File: config.mk
export PLATFORM = sky130hd
export DESIGN_NAME = key_change_event_queue_top_flat
export DESIGN_NICKNAME = d
export VERILOG_FILES = /design/src/kceq_pkg.sv /design/src/kceq_in_if.sv /design/src/kceq_out_if.sv /design/src/kceq_scan.sv /design/src/kceq_ring.sv /design/src/key_change_event_queue_top.sv /design/src/flat_wrapper.sv
export VERILOG_INCLUDE_DIRS = /design/src /design/src/src
export SDC_FILE = /design/constraint.sdc
export NUM_CORES = 1
export LEC_CHECK = 0
export ABC_CLOCK_PERIOD_IN_PS = 3900
export BUFFER_PORTS_ARGS = -buffer_cell sky130_fd_sc_hd__buf_4
export CAP_MARGIN = 20
export CORE_AREA = 2 2 221 136
export DETAILED_ROUTE_END_ITERATION = 10
export DIE_AREA = 0 0 223 138
export PLACE_DENSITY = 0.78
export SYNTH_ARGS = -nofsm -noshare
export SYNTH_HDL_FRONTEND = slang
export SYNTH_SLANG_ARGS = --single-unit
File: constraint.sdc
create_clock -name clk -period 3.9 [get_ports clk]
set_input_delay 0.585 -clock clk [delete_from_list [all_inputs] [get_ports clk]]
set_output_delay 0.585 -clock clk [all_outputs]
set_load 0.01 [all_outputs]
File: src/key_change_event_queue_top_assert.svh
// Assertion macros for the key change event queue.
// Used by key_change_event_queue_top; expects clk and rst in scope.
`ifndef KEY_CHANGE_EVENT_QUEUE_TOP_ASSERT_SVH
`define KEY_CHANGE_EVENT_QUEUE_TOP_ASSERT_SVH

// Condition must hold at every clock edge out of reset.
`define KCEQ_ASSERT_ALWAYS(label, cond) \
  label: assert property (@(posedge clk) disable iff (rst) (cond)) \
    else $error("kceq invariant violated");

// Antecedent in one cycle implies consequent in the next.
`define KCEQ_ASSERT_NEXT(label, ante, cons) \
  label: assert property (@(posedge clk) disable iff (rst) (ante) |=> (cons)) \
    else $error("kceq sequence violated");

`endif

File: src/kceq_pkg.sv
// Shared types and constants for the key change event queue.
// No dependencies.
package kceq_pkg;

  localparam int KEY_IN_W = 16;  // width of the key_bits field
  localparam int KEY_W    = 4;   // width of a stored key index
  localparam int ENTRY_W  = KEY_W + 1;
  localparam int CMD_W    = 2;
  localparam int TALLY_W  = 5;
  localparam int QCNT_W   = 7;

  typedef enum logic [CMD_W-1:0] {
    CMD_SAMPLE  = 2'd0,
    CMD_POP     = 2'd1,
    CMD_RESTART = 2'd2
  } cmd_t;

  typedef enum logic [2:0] {
    ST_IDLE = 3'b001,
    ST_SCAN = 3'b010,
    ST_FIN  = 3'b100
  } state_t;

  // One step of the bit-serial key scan.
  typedef struct packed {
    logic               push;
    logic               last;
    logic [ENTRY_W-1:0] entry;
  } scan_evt_t;

  // Requests into the ring.
  typedef struct packed {
    logic               push;
    logic               pop;
    logic               clear;
    logic [ENTRY_W-1:0] entry;
  } ring_cmd_t;

  typedef struct packed {
    logic empty;
    logic full;
  } ring_stat_t;

endpackage

File: src/kceq_in_if.sv
// Input channel of the key change event queue: command and key levels.
// Depends on kceq_pkg.
interface kceq_in_if import kceq_pkg::*; ();
  logic                valid;
  logic                ready;
  logic [CMD_W-1:0]    command;
  logic [KEY_IN_W-1:0] key_bits;

  modport source (output valid, command, key_bits, input ready);
  modport sink   (input valid, command, key_bits, output ready);
endinterface

File: src/kceq_out_if.sv
// Result channel of the key change event queue.
// Depends on kceq_pkg.
interface kceq_out_if import kceq_pkg::*; ();
  logic               valid;
  logic               ready;
  logic               event_valid;
  logic [KEY_W-1:0]   event_key;
  logic               event_pressed;
  logic [TALLY_W-1:0] events_added;
  logic [TALLY_W-1:0] events_dropped;
  logic [QCNT_W-1:0]  queued_count;

  modport source (output valid, event_valid, event_key, event_pressed, events_added,
                  events_dropped, queued_count, input ready);
  modport sink   (input valid, event_valid, event_key, event_pressed, events_added,
                  events_dropped, queued_count, output ready);
endinterface

File: src/kceq_scan.sv
// Bit-serial change scanner: shifts the changed-key mask one bit per cycle.
// Depends on kceq_pkg.
module kceq_scan import kceq_pkg::*; #(
  parameter int KEY_LIMIT = 16
) (
  input  logic                 clk,
  input  logic                 rst,
  input  logic                 start,
  input  logic [KEY_LIMIT-1:0] keys,
  input  logic [KEY_LIMIT-1:0] last_keys,
  output scan_evt_t            evt
);

  localparam int IDX_W = (KEY_LIMIT > 1) ? $clog2(KEY_LIMIT) : 1;

  logic                 busy;
  logic [IDX_W-1:0]     idx;
  logic [KEY_LIMIT-1:0] changed_sr;
  logic [KEY_LIMIT-1:0] level_sr;

  always_ff @(posedge clk) begin
    if (rst) begin
      busy <= 1'b0;
      idx  <= '0;
    end else if (start) begin
      busy       <= 1'b1;
      idx        <= '0;
      changed_sr <= keys ^ last_keys;
      level_sr   <= keys;
    end else if (busy) begin
      changed_sr <= changed_sr >> 1;
      level_sr   <= level_sr >> 1;
      idx        <= IDX_W'(idx + 1'b1);
      if (evt.last) begin
        busy <= 1'b0;
      end
    end
  end

  always_comb begin
    evt.push  = busy && changed_sr[0];
    evt.last  = busy && (idx == IDX_W'(KEY_LIMIT - 1));
    evt.entry = {level_sr[0], KEY_W'(idx)};
  end

endmodule

File: src/kceq_ring.sv
// Event ring: memory, head and tail pointers, fill count; drops oldest when full.
// Depends on kceq_pkg.
module kceq_ring import kceq_pkg::*; #(
  parameter int QUEUE_DEPTH = 64
) (
  input  logic                               clk,
  input  logic                               rst,
  input  ring_cmd_t                          cmd,
  output ring_stat_t                         stat,
  output logic [$clog2(QUEUE_DEPTH+1)-1:0]   count,
  output logic [ENTRY_W-1:0]                 rd_data
);

  localparam int PTR_W = $clog2(QUEUE_DEPTH);
  localparam int CNT_W = $clog2(QUEUE_DEPTH + 1);

  logic [ENTRY_W-1:0] mem [QUEUE_DEPTH];
  logic [PTR_W-1:0]   head;
  logic [PTR_W-1:0]   tail;
  logic [PTR_W-1:0]   head_inc;
  logic [PTR_W-1:0]   tail_inc;

  assign head_inc   = (head == PTR_W'(QUEUE_DEPTH - 1)) ? '0 : PTR_W'(head + 1'b1);
  assign tail_inc   = (tail == PTR_W'(QUEUE_DEPTH - 1)) ? '0 : PTR_W'(tail + 1'b1);
  assign stat.empty = (count == '0);
  assign stat.full  = (count == CNT_W'(QUEUE_DEPTH));

  always_ff @(posedge clk) begin
    if (cmd.push) begin
      mem[tail] <= cmd.entry;
    end
    if (cmd.pop) begin
      rd_data <= mem[head];
    end
  end

  always_ff @(posedge clk) begin
    if (rst || cmd.clear) begin
      head  <= '0;
      tail  <= '0;
      count <= '0;
    end else if (cmd.push) begin
      tail <= tail_inc;
      // full ring: oldest event is overwritten, count stays
      if (stat.full) begin
        head <= head_inc;
      end else begin
        count <= CNT_W'(count + 1'b1);
      end
    end else if (cmd.pop) begin
      head  <= head_inc;
      count <= CNT_W'(count - 1'b1);
    end
  end

endmodule

File: src/key_change_event_queue_top.sv
// Key change event queue. One item in flight; the result register frees the input side.
// Flow: a sample goes from IDLE to SCAN (one key per cycle through the change shift
// register), then to FIN, which loads the result register once it is free; pop,
// restart and no-op go from IDLE straight to FIN. A new item is taken only in IDLE.
// Reset: synchronous rst clears head, tail, count, last sample and the handshake state;
// ring memory is not cleared (entries outside the valid window are never read).
`include "key_change_event_queue_top_assert.svh"

module key_change_event_queue_top import kceq_pkg::*; #(
  parameter int QUEUE_DEPTH = 64,
  parameter int KEY_COUNT   = 16
) (
  input  logic       clk,
  input  logic       rst,
  kceq_in_if.sink    req,
  kceq_out_if.source rsp
);

  localparam int KEY_LIMIT = (KEY_COUNT < KEY_IN_W) ? KEY_COUNT : KEY_IN_W;
  localparam int CNT_W     = $clog2(QUEUE_DEPTH + 1);

  state_t               st;
  logic [KEY_LIMIT-1:0] last_keys;
  logic [KEY_LIMIT-1:0] keys;
  logic [TALLY_W-1:0]   added;
  logic [TALLY_W-1:0]   dropped;
  logic                 pop_hit;
  logic                 out_valid;
  logic                 accept;
  logic                 out_free;
  cmd_t                 cmd;

  logic               ev_valid_q;
  logic [KEY_W-1:0]   ev_key_q;
  logic               ev_pressed_q;
  logic [TALLY_W-1:0] added_q;
  logic [TALLY_W-1:0] dropped_q;
  logic [QCNT_W-1:0]  qcount_q;

  scan_evt_t          scan_evt;
  ring_cmd_t          ring_cmd;
  ring_stat_t         ring_stat;
  logic [CNT_W-1:0]   ring_count;
  logic [ENTRY_W-1:0] ring_rd;

  assign keys      = req.key_bits[KEY_LIMIT-1:0];
  assign cmd       = cmd_t'(req.command);
  assign req.ready = (st == ST_IDLE);
  assign accept    = req.valid && req.ready;
  assign out_free  = !out_valid || rsp.ready;

  kceq_scan #(.KEY_LIMIT(KEY_LIMIT)) u_scan (
    .clk       (clk),
    .rst       (rst),
    .start     (accept && (cmd == CMD_SAMPLE)),
    .keys      (keys),
    .last_keys (last_keys),
    .evt       (scan_evt)
  );

  always_comb begin
    ring_cmd.push  = (st == ST_SCAN) && scan_evt.push;
    ring_cmd.pop   = accept && (cmd == CMD_POP) && !ring_stat.empty;
    ring_cmd.clear = accept && (cmd == CMD_RESTART);
    ring_cmd.entry = scan_evt.entry;
  end

  kceq_ring #(.QUEUE_DEPTH(QUEUE_DEPTH)) u_ring (
    .clk     (clk),
    .rst     (rst),
    .cmd     (ring_cmd),
    .stat    (ring_stat),
    .count   (ring_count),
    .rd_data (ring_rd)
  );

  always_ff @(posedge clk) begin
    if (rst) begin
      st        <= ST_IDLE;
      last_keys <= '0;
      added     <= '0;
      dropped   <= '0;
      pop_hit   <= 1'b0;
      out_valid <= 1'b0;
    end else begin
      if ((st == ST_FIN) && out_free) begin
        out_valid <= 1'b1;
      end else if (rsp.valid && rsp.ready) begin
        out_valid <= 1'b0;
      end
      unique case (st)
        ST_IDLE: begin
          if (accept) begin
            added   <= '0;
            dropped <= '0;
            pop_hit <= (cmd == CMD_POP) && !ring_stat.empty;
            // unused code falls through to the result with no operation
            st      <= (cmd == CMD_SAMPLE) ? ST_SCAN : ST_FIN;
            if ((cmd == CMD_SAMPLE) || (cmd == CMD_RESTART)) begin
              last_keys <= keys;
            end
          end
        end
        ST_SCAN: begin
          if (scan_evt.push) begin
            added <= TALLY_W'(added + 1'b1);
            if (ring_stat.full) begin
              dropped <= TALLY_W'(dropped + 1'b1);
            end
          end
          if (scan_evt.last) begin
            st <= ST_FIN;
          end
        end
        ST_FIN: begin
          if (out_free) begin
            st <= ST_IDLE;
          end
        end
        default: st <= ST_IDLE;
      endcase
    end
  end

  // result payload
  always_ff @(posedge clk) begin
    if ((st == ST_FIN) && out_free) begin
      ev_valid_q   <= pop_hit;
      ev_key_q     <= pop_hit ? ring_rd[KEY_W-1:0] : '0;
      ev_pressed_q <= pop_hit && ring_rd[KEY_W];
      added_q      <= added;
      dropped_q    <= dropped;
      qcount_q     <= QCNT_W'(ring_count);
    end
  end

  assign rsp.valid          = out_valid;
  assign rsp.event_valid    = ev_valid_q;
  assign rsp.event_key      = ev_key_q;
  assign rsp.event_pressed  = ev_pressed_q;
  assign rsp.events_added   = added_q;
  assign rsp.events_dropped = dropped_q;
  assign rsp.queued_count   = qcount_q;

  `KCEQ_ASSERT_ALWAYS(a_count_bound, ring_count <= CNT_W'(QUEUE_DEPTH))
  `KCEQ_ASSERT_ALWAYS(a_drop_le_add, (dropped <= added) && (added <= TALLY_W'(KEY_LIMIT)))
  `KCEQ_ASSERT_NEXT(a_push_grows, ring_cmd.push && !ring_stat.full,
                    ring_count == $past(ring_count) + 1'b1)
  `KCEQ_ASSERT_NEXT(a_pop_hit, ring_cmd.pop, (st == ST_FIN) && pop_hit)
  `KCEQ_ASSERT_NEXT(a_clear_empty, ring_cmd.clear, ring_stat.empty && (st == ST_FIN))

endmodule

File: src/flat_wrapper.sv
// flat-port wrapper written by rule: the top's interface ports become plain ports
module key_change_event_queue_top_flat import kceq_pkg::*;
#(
  parameter int QUEUE_DEPTH = 64,
  parameter int KEY_COUNT   = 16
)
  (clk, rst, req_valid, req_command, req_key_bits, req_ready, rsp_valid, rsp_event_valid, rsp_event_key, rsp_event_pressed, rsp_events_added, rsp_events_dropped, rsp_queued_count, rsp_ready);
  kceq_in_if req_i ();
  kceq_out_if rsp_i ();
  input  logic clk;
  input  logic rst;
  input wire logic [$bits(req_i.valid)-1:0] req_valid;
  input wire logic [$bits(req_i.command)-1:0] req_command;
  input wire logic [$bits(req_i.key_bits)-1:0] req_key_bits;
  output wire logic [$bits(req_i.ready)-1:0] req_ready;
  output wire logic [$bits(rsp_i.valid)-1:0] rsp_valid;
  output wire logic [$bits(rsp_i.event_valid)-1:0] rsp_event_valid;
  output wire logic [$bits(rsp_i.event_key)-1:0] rsp_event_key;
  output wire logic [$bits(rsp_i.event_pressed)-1:0] rsp_event_pressed;
  output wire logic [$bits(rsp_i.events_added)-1:0] rsp_events_added;
  output wire logic [$bits(rsp_i.events_dropped)-1:0] rsp_events_dropped;
  output wire logic [$bits(rsp_i.queued_count)-1:0] rsp_queued_count;
  input wire logic [$bits(rsp_i.ready)-1:0] rsp_ready;
  assign req_i.valid = req_valid;
  assign req_i.command = req_command;
  assign req_i.key_bits = req_key_bits;
  assign req_ready = req_i.ready;
  assign rsp_valid = rsp_i.valid;
  assign rsp_event_valid = rsp_i.event_valid;
  assign rsp_event_key = rsp_i.event_key;
  assign rsp_event_pressed = rsp_i.event_pressed;
  assign rsp_events_added = rsp_i.events_added;
  assign rsp_events_dropped = rsp_i.events_dropped;
  assign rsp_queued_count = rsp_i.queued_count;
  assign rsp_i.ready = rsp_ready;
  key_change_event_queue_top #(.QUEUE_DEPTH(QUEUE_DEPTH), .KEY_COUNT(KEY_COUNT)) u_core (.clk(clk), .rst(rst), .req(req_i), .rsp(rsp_i));
endmodule
After elaboration in Yosys (flattened, before gate mapping) --
Memory sizes are Yosys's and may differ from the RTL's. A register that Yosys moved wholly into a read port is not among the register bits. Cells that the tools add are included.
Operators by class: add/sub/neg operators 7, multipliers 0, divide/modulo/power cells 0, magnitude comparators 0, eq/ne operators 16, shifts and indexed selects 0, multiplexer cells 30, bitwise operators 2, reduce and logical (&&, ||, !) cells 32
Operator list (count):
- 2-to-1 mux 16 bit | 4
- 2-to-1 mux 6 bit | 5
- 2-to-1 mux 7 bit | 3
- 2-to-1 mux 5 bit | 4
- case mux 5 bit (2 select lines) | 2
- bitwise XOR 16 bit | 1
- adder 6 x 1 -> 6 bit, second input constant | 2
- equality test 6 bit, second input constant | 2
- logical AND 1 bit | 12
- 2-to-1 mux 3 bit | 4
- adder 5 x 1 -> 5 bit, second input constant | 2
- case mux 3 bit (3 select lines) | 1
- AND reduction 3 bit | 3
- inequality test 2 x 1 -> 1 bit, second input constant | 4
- AND reduction 2 bit | 4
- nonzero test 2 bit | 4
- adder 7 x 1 -> 7 bit, second input constant | 1
- equality test 7 bit, second input constant | 1
- zero test 7 bit | 1
- 2-to-1 mux 1 bit | 7
- subtractor 7 x 1 -> 7 bit, second input constant | 1
- inequality test 2 bit, second input constant | 3
- adder 4 x 1 -> 4 bit, second input constant | 1
- equality test 4 bit, second input constant | 1
- other kinds (11) | 14
Storage, ports and cells: register bits 110, bits in latches 0, RAM bits 320, memory bits (read-only) 0, bits of input ports 22, output and inout bits 25, memories kept 1
Memory list:
- u_core.u_ring.mem | depth 64, width 5, rd ports 1, clocked after Yosys merged registers in 1, wr ports 1, line kceq_ring.sv:17 | logic [ENTRY_W-1:0] mem [QUEUE_DEPTH];

Logic depth before layout (Yosys ltp) --
Gate-level depths: netlist of run 1.
depth in word-level cells 6, mapped depth 10

Modules after synthesis --
Synthesis of run 1 repeated with hierarchy kept, for this count alone.
Second synthesis, totals: cell total of the unflattened synthesis 1074, area total of the unflattened synthesis 17729.5 µm²
By module, submodules not included:
- kceq_ring | times used 1, cells each 757, area each 13800.7 µm², sequential area each 10139.7 µm²
- key_change_event_queue_top | times used 1, cells each 190, area each 2212.1 µm², sequential area each 1311.3 µm²
- kceq_scan | times used 1, cells each 127, area each 1716.6 µm², sequential area each 1061.0 µm²

Least setup slack after synthesis of run 1 --
OpenSTA, ideal clock, no wires.
path kind input -> register, start point input req_valid, end point register u_core.u_scan.changed_sr[0] (enable), arrival time 2763 ps, data required time 3479 ps, slack 716 ps, stages on the path 6, path buffers 1, cell sequence nand4bb_4 or2_2 buf_2 nor2_4 nor2_1 nor2_1
Between the ends: cells in the longest elaborated chain, start to end 4
RTL lines:
- start: declaration | line flat_wrapper.sv:12 | input wire logic [$bits(req_i.valid)-1:0] req_valid;
- logical AND 1 bit | line key_change_event_queue_top.sv:49 | assign accept = req.valid && req.ready;
- logical AND 1 bit | line key_change_event_queue_top.sv:55 | .start (accept && (cmd == CMD_SAMPLE)),
- nonzero test 2 bit (no line)
- AND reduction 2 bit (no line)
- end signal: assignment | line kceq_scan.sv:28 | changed_sr <= keys ^ last_keys;
- end signal: assignment | line kceq_scan.sv:31 | changed_sr <= changed_sr >> 1;
- end: declaration | line kceq_scan.sv:18 | logic [KEY_LIMIT-1:0] changed_sr;
Every way passes these cells. A chain may end at the register's enable or synchronous reset.

Worst setup path in the final report of run 1 --
start point register u_core.u_scan.busy, end point memory u_core.u_ring.mem[43][2] (netlist bit) (enable)
Between the ends: cells in the longest elaborated chain, start to end 4
RTL lines:
- start: declaration | line kceq_scan.sv:16 | logic busy;
- start signal: assignment | line kceq_scan.sv:23 | busy <= 1'b0;
- start signal: assignment | line kceq_scan.sv:26 | busy <= 1'b1;
- start signal: assignment | line kceq_scan.sv:35 | busy <= 1'b0;
- logical AND 1 bit | line kceq_scan.sv:41 | evt.push = busy && changed_sr[0];
- logical AND 1 bit | line key_change_event_queue_top.sv:62 | ring_cmd.push = (st == ST_SCAN) && scan_evt.push;
- 2-to-1 mux 1 bit | line kceq_ring.sv:29 | if (cmd.push) begin
- 2-to-1 mux 1 bit (not written as such) | line kceq_ring.sv:30 | mem[tail] <= cmd.entry;
- end: declaration | line kceq_ring.sv:17
Every way passes these cells.

==> results.txt, run 1 <==
R2R Path Start = u_core.u_scan.busy$_SDFF_PP0_
Placed cell count = 1448
Grt ovf = 0
Max cap viols = 0
Cells taking the most area after synthesis = edfxtp_1 65%, mux4_2 8.9%, dfxtp_1 6.3%
Final core occ = 0.671
Detail Placement HPWL = 24.0 mm
Setup TNS = 0 ps
Yosys top cell area share = 0.651
Clock sink count = 435
Final Max Slew Viols = 0
Seq/Total Area, Yosys = 0.714
Core Rows = 49
Outcome = finished, final reports clean
Die area = 30800 sq um
Sw power = 1.77 mW
Final hold vios = 0
R2R cell count = 6
Clock buffer depth = 3
FMAX = 345 MHz
First-pass GRT wire length = 57.5 mm
Gate power share = 0.021
TritonCTS clock tree = yes
GRT Util Overall = 0.251
RSZ-0062 raised after global routing = no
Die height = 138 um
Worst-path clk slew = 70 ps
First-pass detailed-route iteration total = 5
Antenna Cells = 0
Power Total = 9.14 mW
Die X = 223 um
Core area = 29100 sq um
Drt total wl = 38.0 mm
Post-Syn Nets = 1088
Area leader, netlist = edfxtp_1
Sequential Area = 12500 sq um
Clock share of power = 0.425
Cell count after synthesis = 1054
Routed length per instance = 25.0 um
Postcts setup bufs = 0
Final estimated routing congestion in global placement = 0.901
Initial antenna violation count = 1
Fin crit period = 2890 ps
Leak = 6.29 nW
Post-cts resize count = 0
Synthesis-to-layout area growth = 11.5%
Initial Util = 0.602
Peak VDD IR = 396 uV
Least-Margin Pin Slew = 934 ps
Syn_area_per_cell = 16.6 sq um
R2r setup slk = 1010 ps
Final number of setup-violating endpoints = 0
Post-Layout Cell Count = 1518
Detail Route Antenna Nets = 0
Max transition margin = 0.375
Drt initial violations = 1174
Crit path DAT = 3060 ps
Internal = 7.36 mW
Crit Path Max Fanout = 9
Fillcell total = 1880
Pwr dens = 467 nW/um^2
Crit path capture type = flop
Yosys Warn Count = 0
Hold/Removal Path Class = in2reg
Io pins = 47
Share of cells above drive strength 1 = 0.214
Cts bufs inserted = 38
Reg2reg end = u_core.u_ring.mem[43][2]$_DFFE_PP_
Cell variety after synth = 63
Vias per inst = 6.31
Vias in the first global route = 9354
Clock root buffer = clkbuf_16
Main flop type after synthesis = edfxtp_1
Crit Path Class = reg2reg
Nets = 1141
H-tree Lvls = 2
Number of remaining DRC errors = 0
Multi-input combinational cell area = 4710 sq um
Data required time of the worst path = 4070 ps
Via count = 9582
Netlist Area Pre-Place = 17500 sq um
Crit start category = flop
Flops & latches, synth = 435
# hold bufs at CTS = 0
Switching portion of total power = 0.194
Hold worst-path end = u_core.last_keys[4]$_SDFFE_PP0P_
Largest net degree at the start of global routing = 65
Tcrit/Tclk final = 0.742
Worst-Skew Late Latency = 540 ps
Min-Delay Path Depth = 3
Port bufs = 46
Sequential power share = 0.554
EDFF count, synth = 380
Setup Skew = 18.7 ps
Post-synth ARST share = 0
Hold path startpoint = req_key_bits[4]
stage by stage:
stage | hold slack (ps) | cell area, sq um | setup WS [ps]
after global routing | 306 | 19500 | 851
after CTS | 289 | 19500 | 989
after detailed placement | 446 | 18200 | 1030
after floorplan | 428 | 17500 | 716
after global placement | 440 | 18200 | 1180
final | 304 | 19500 | 1010
power by group through the flow:
stage	clock network, mW	registers (mW)	logic [mW]
final	3.88	5.06	0.191
after global routing	4.09	5.07	0.211
after CTS	3.92	5.06	0.191
after detailed placement	0	5.17	0.189
after global placement	0	5.17	0.185
after floorplan	0	5.17	0.118
cell usage after synthesis (3+ instances only):
| cell | instances |
|---|---|
| mux2i_1 | 14 |
| a221oi_1 | 3 |
| mux4_2 | 69 |
| o21ai_0 | 11 |
| clkbuf_1 | 17 |
| a31oi_1 | 5 |
| nand3_1 | 13 |
| nor2b_1 | 11 |
| o22ai_1 | 3 |
| a21oi_1 | 50 |
| a22oi_1 | 11 |
| a21boi_0 | 3 |
| nand2b_1 | 6 |
| xnor2_1 | 25 |
| nand4_1 | 4 |
| a21o_1 | 8 |
| buf_2 | 24 |
| nor2_1 | 120 |
| edfxtp_1 | 380 |
| xor2_1 | 13 |
| mux2_2 | 32 |
| o21ai_1 | 3 |
| ha_1 | 11 |
| nor3_1 | 12 |
| nand2_1 | 63 |
| a211o_1 | 3 |
| buf_1 | 6 |
| o211ai_1 | 5 |
| inv_1 | 7 |
| mux4_1 | 4 |
| buf_6 | 3 |
| nand3b_1 | 5 |
| a211oi_1 | 13 |
| and2_1 | 6 |
| or3_1 | 3 |
| dfxtp_1 | 55 |
cell usage in the layout (no fill, tap or decap), drive strengths merged, types with 3 or more instances in the layout:
cell type,netlist,routed
a211o,3,3
a211oi,13,13
a21boi,3,3
a21o,8,8
a21oi,50,50
a221oi,3,3
a22oi,12,12
a31oi,5,5
and2,6,6
buf,36,66
bufinv,0,4
clkbuf,17,52
clkinv,0,11
dfxtp,55,55
edfxtp,380,380
ha,11,11
inv,7,7
mux2,33,33
mux2i,14,14
mux4,73,73
nand2,63,63
nand2b,6,6
nand3,13,13
nand3b,5,5
nand4,4,4
nor2,122,122
nor2b,11,11
nor3,12,12
nor3b,3,3
o211ai,5,5
o21ai,14,14
o22ai,3,3
or3,3,3
xnor2,25,25
xor2,13,13
how the worst max path moves through the flow:
stage / startpoint / endpoint / slack, ps / cells past startpoint
2_1_floorplan: req_valid / u_core.u_scan.changed_sr[0]$_DFFE_PP_ / 720 / 6
3_3_place_gp: req_valid / u_core.u_scan.level_sr[13]$_DFFE_PP_ / 1180 / 8
3_5_place_dp: u_core.u_scan.busy$_SDFF_PP0_ / u_core.u_ring.mem[43][4]$_DFFE_PP_ / 1030 / 6
4_1_cts: u_core.u_scan.busy$_SDFF_PP0_ / u_core.u_ring.mem[43][2]$_DFFE_PP_ / 990 / 6
5_1_grt: u_core.u_scan.busy$_SDFF_PP0_ / u_core.u_ring.mem[43][2]$_DFFE_PP_ / 850 / 6
6_report: u_core.u_scan.busy$_SDFF_PP0_ / u_core.u_ring.mem[43][2]$_DFFE_PP_ / 1010 / 6
critical path, cell delays in order, from the launching register on:
cell and delay (ps):
dfxtp_1 490, nand4b_1 280, nor2_2 170, inv_1 190, nor2_1 250, nand3_1 530, nor2_1 610
state kept, by name, summed over array words and instances (netlist names), 6 cells and up:
register	flops
u_core.u_scan.changed_sr	16
u_core.u_ring.count	7
u_core.u_ring.tail	6
u_core.u_ring.head	6
u_core.u_scan.level_sr	16
u_core.rsp.queued_count	7
u_core.u_ring.mem	320
u_core.last_keys	16
cell type report:
class / instances / area share
well taps: 382 / 0.0245
inverters: 7 / 0.00134
clock inverters: 17 / 0.00941
flip-flops and latches: 435 / 0.641
repair buffers: 66 / 0.0270
multi-input cells: 559 / 0.241
clock buffers: 52 / 0.0561
cells by family after synthesis:
logic type      after synthesis  share of synthesized area
compound gates              128                     0.0470
xor+xnor                     38                     0.0190
mux                         120                      0.124
simple gates                261                     0.0694
fa+ha+maj                    12                    0.00899
flops                       435                      0.714
buf+inv                      60                     0.0179
metal layers:
| metal | up-vias | share of wire | track usage |
|---|---|---|---|
| met5 | - | 0.00034 | 0 |
| met4 | 2 | 0.019 | 0.0664 |
| met3 | 68 | 0.13 | 0.0935 |
| met2 | 565 | 0.43 | 0.343 |
| met1 | 4759 | 0.43 | 0.384 |
| li1 | 4188 | - | - |
(Power assumes the default switching activity.)
==> inputs of run 2 (changes only) <==
Settings changed: ABC_CLOCK_PERIOD_IN_PS 3900 to 2700.
Clock period 3.9 ns to 2.7 ns, I/O delays scaled along.
==> run 2 against run 1 <==
Clock power increased by 32%. Utilization rose by 0.13 points. Worst hold slack lost 170 ps. Non-clock buffer count grew 21. Fmax up 15%. First-iteration DRC count increased by 7.9%. Sequential cell count unchanged. Sequential share of layout area is 0.13 points lower. Critical path depth stayed put. Clock-buffer cell count is 3 higher. Final area rose by 0.20%. Critical path type unchanged. Critical endpoint is now u_core.u_ring.mem[33][0]$_DFFE_PP_.
==> results.txt, run 2 (same netlist as run 1, synthesis figures left out) <==
Outcome = finished, final reports clean
Grt ovf = 0 (unchanged)
Post-cts resize count = 0 (unchanged)
Core Rows = 49 (unchanged)
RSZ-0062 raised after global routing = yes
Synthesis-to-layout area growth = 11.7%
Initial Util = 0.602 (unchanged)
Setup Skew = 20.4 ps (+1.69 ps)
Highest-count cells in the layout ignoring fill and taps = 380 x edfxtp_1, 116 x nor2_1, 83 x buf_4, 69 x mux4_2, 63 x nand2_1
Final number of setup-violating endpoints = 0 (unchanged)
Vias in the first global route = 9448 (+1.0%)
Met2 wire length = 15.6 mm (-3.1%)
GRT Util Overall = 0.253 (+0.00226)
First-pass GRT wire length = 58.1 mm (+0.97%)
Detail Placement HPWL = 24.1 mm (+0.55%)
Post-DP Area = 18400 sq um (+1.1%)
Final estimated routing congestion in global placement = 0.879 (-2.5%)
Die X = 223 um (unchanged)
Detail Route Antenna Nets = 0 (unchanged)
Vias per inst = 6.29 (-0.34%)
Share of cells above drive strength 1 = 0.223 (+0.00908)
Final core occ = 0.673 (+0.00133)
Crit Path Class = reg2reg
Fin crit period = 2520 ps (-372 ps)
M1 wire length = 17.0 mm (+3.8%)
Port bufs = 46 (unchanged)
Post-Layout Cell Count = 1539 (+1.4%)
Drt total wl = 37.8 mm (-0.62%)
Routed length per instance = 24.5 um (-2.0%)
Crit Path Max Fanout = 9 (unchanged)
Nets = 1162 (+1.8%)
H-tree Lvls = 2 (unchanged)
Antenna Cells = 0 (unchanged)
Postcts setup bufs = 0 (unchanged)
Clock sink count = 435 (unchanged)
Worst-path clk slew = 70 ps (about the same)
Max cap viols = 0 (unchanged)
Number of remaining DRC errors = 0 (unchanged)
Met3 Wirelength = 4.51 mm (-5.5%)
Die area = 30800 sq um (unchanged)
Hold/Removal Path Class = in2reg
Least-Margin Pin Slew = 819 ps (-116 ps)
# hold bufs at CTS = 0 (unchanged)
Clock root buffer = clkbuf_16
Top reg by flops = u_core.u_ring.mem
Drt initial violations = 1267 (+7.9%)
Number of flip-flops in the largest register = 320 (unchanged)
Clock buffer depth = 3 (unchanged)
Final Max Slew Viols = 0 (unchanged)
Final hold vios = 0 (unchanged)
Tcrit/Tclk final = 0.934 (+0.192)
Placed cell count = 1470 (+1.5%)
FMAX = 396 MHz (+15%)
Worst-Skew Late Latency = 540 ps (about the same)
Initial antenna violation count = 0 (-1)
Die height = 138 um (unchanged)
Peak VDD IR = 536 uV (+35%)
Cts bufs inserted = 38 (unchanged)
R2R Path Start = u_core.st[1]$_SDFFE_PP0P_
Crit path capture type = flop
Post-route cell area = 19600 sq um (+0.20%)
Worst setup startpoint = u_core.st[1]$_SDFFE_PP0P_
Max transition margin = 0.454 (+0.0795)
Hold path startpoint = req_key_bits[3]
Crit path DAT = 2690 ps (-370 ps)
Io pins = 47 (unchanged)
Pwr dens = 650 nW/um^2 (+39%)
TritonCTS clock tree = yes
Data required time of the worst path = 2870 ps (-1200 ps)
Leak = 6.33 nW (+0.60%)
Most common cell after layout, fill and taps aside = edfxtp_1
Crit start category = flop
First-pass detailed-route iteration total = 7 (+2)
Via count = 9682 (+1.0%)
Top sig layer = met4
Core area = 29100 sq um (unchanged)
Largest net degree at the start of global routing = 67 (+3.1%)
## run 2: cell count changes in the layout (fill, tap and decap cells not counted), moves of 2 or more
cell       previous run  this run
nor2_2                3         5
buf_4                64        83
clkbuf_1              8        15
clkbuf_16            41        39
nor2_1              118       116
clkbuf_8              3         1
buf_12                1         4
bufinv_16             4         1
## run 2: path summary, 6_finish.rpt
| kind | endpoint | slack, ps | cells past startpoint |
|---|---|---|---|
| setup / recovery | u_core.u_ring.mem[33][0]$_DFFE_PP_ | 180 | 6 |
| hold / removal | u_core.last_keys[3]$_SDFFE_PP0P_ | 130 | 3 |
| hold reg to reg | u_core.rsp.events_added[4]$_DFFE_PP_ | 460 | 0 |
| setup reg to reg | u_core.u_ring.mem[33][0]$_DFFE_PP_ | 180 | 6 |
## run 2: report_power, final
part | switching, mW | leakage, nW | total, mW | internal [mW]
logic | 0.177 | 1.83 | 0.294 | 0.117
registers | 0.0237 | 3.94 | 7.30 | 7.28
clock network | 2.33 | 0.553 | 5.13 | 2.80
total | 2.53 | 6.33 | 12.7 | 10.2
## run 2: layout make-up
type / instances / area [sq um]
Clock buffer: 55 / 1050
Clock inverter: 14 / 93.8
Fill cell: 1874 / 9540
Inverter: 7 / 26.3
Multi-Input combinational cell: 559 / 4710
Sequential cell: 435 / 12500
Tap cell: 382 / 478
Timing Repair Buffer: 87 / 703
## run 2: worst max-delay path, cell delays in order, from the launching register on
cell and delay, ps:
dfxtp_1 400, nand4b_1 150, nor2_2 130, inv_1 190
nor2_1 260, nand2_1 430, nor2_1 600
## run 2: per-stage QoR
step / power (mW) / setup slack (ps) / hold WS [ps] / setup TNS [ps]
after floorplan: 7.63 / 175 / 428 / 0
after global placement: 7.74 / 233 / 442 / 0
after detailed placement: 7.75 / 234 / 446 / 0
after CTS: 12.8 / 185 / 124 / 0
after global routing: 13.1 / -1.45 / 132 / -5.45
final: 12.7 / 177 / 134 / 0
## run 2: metal layers
layer	vias up	global-route usage
li1	4233	-
met3	59	0.0642
met4	0	0.0572
met2	529	0.343
met1	4861	0.416
met5	-	0
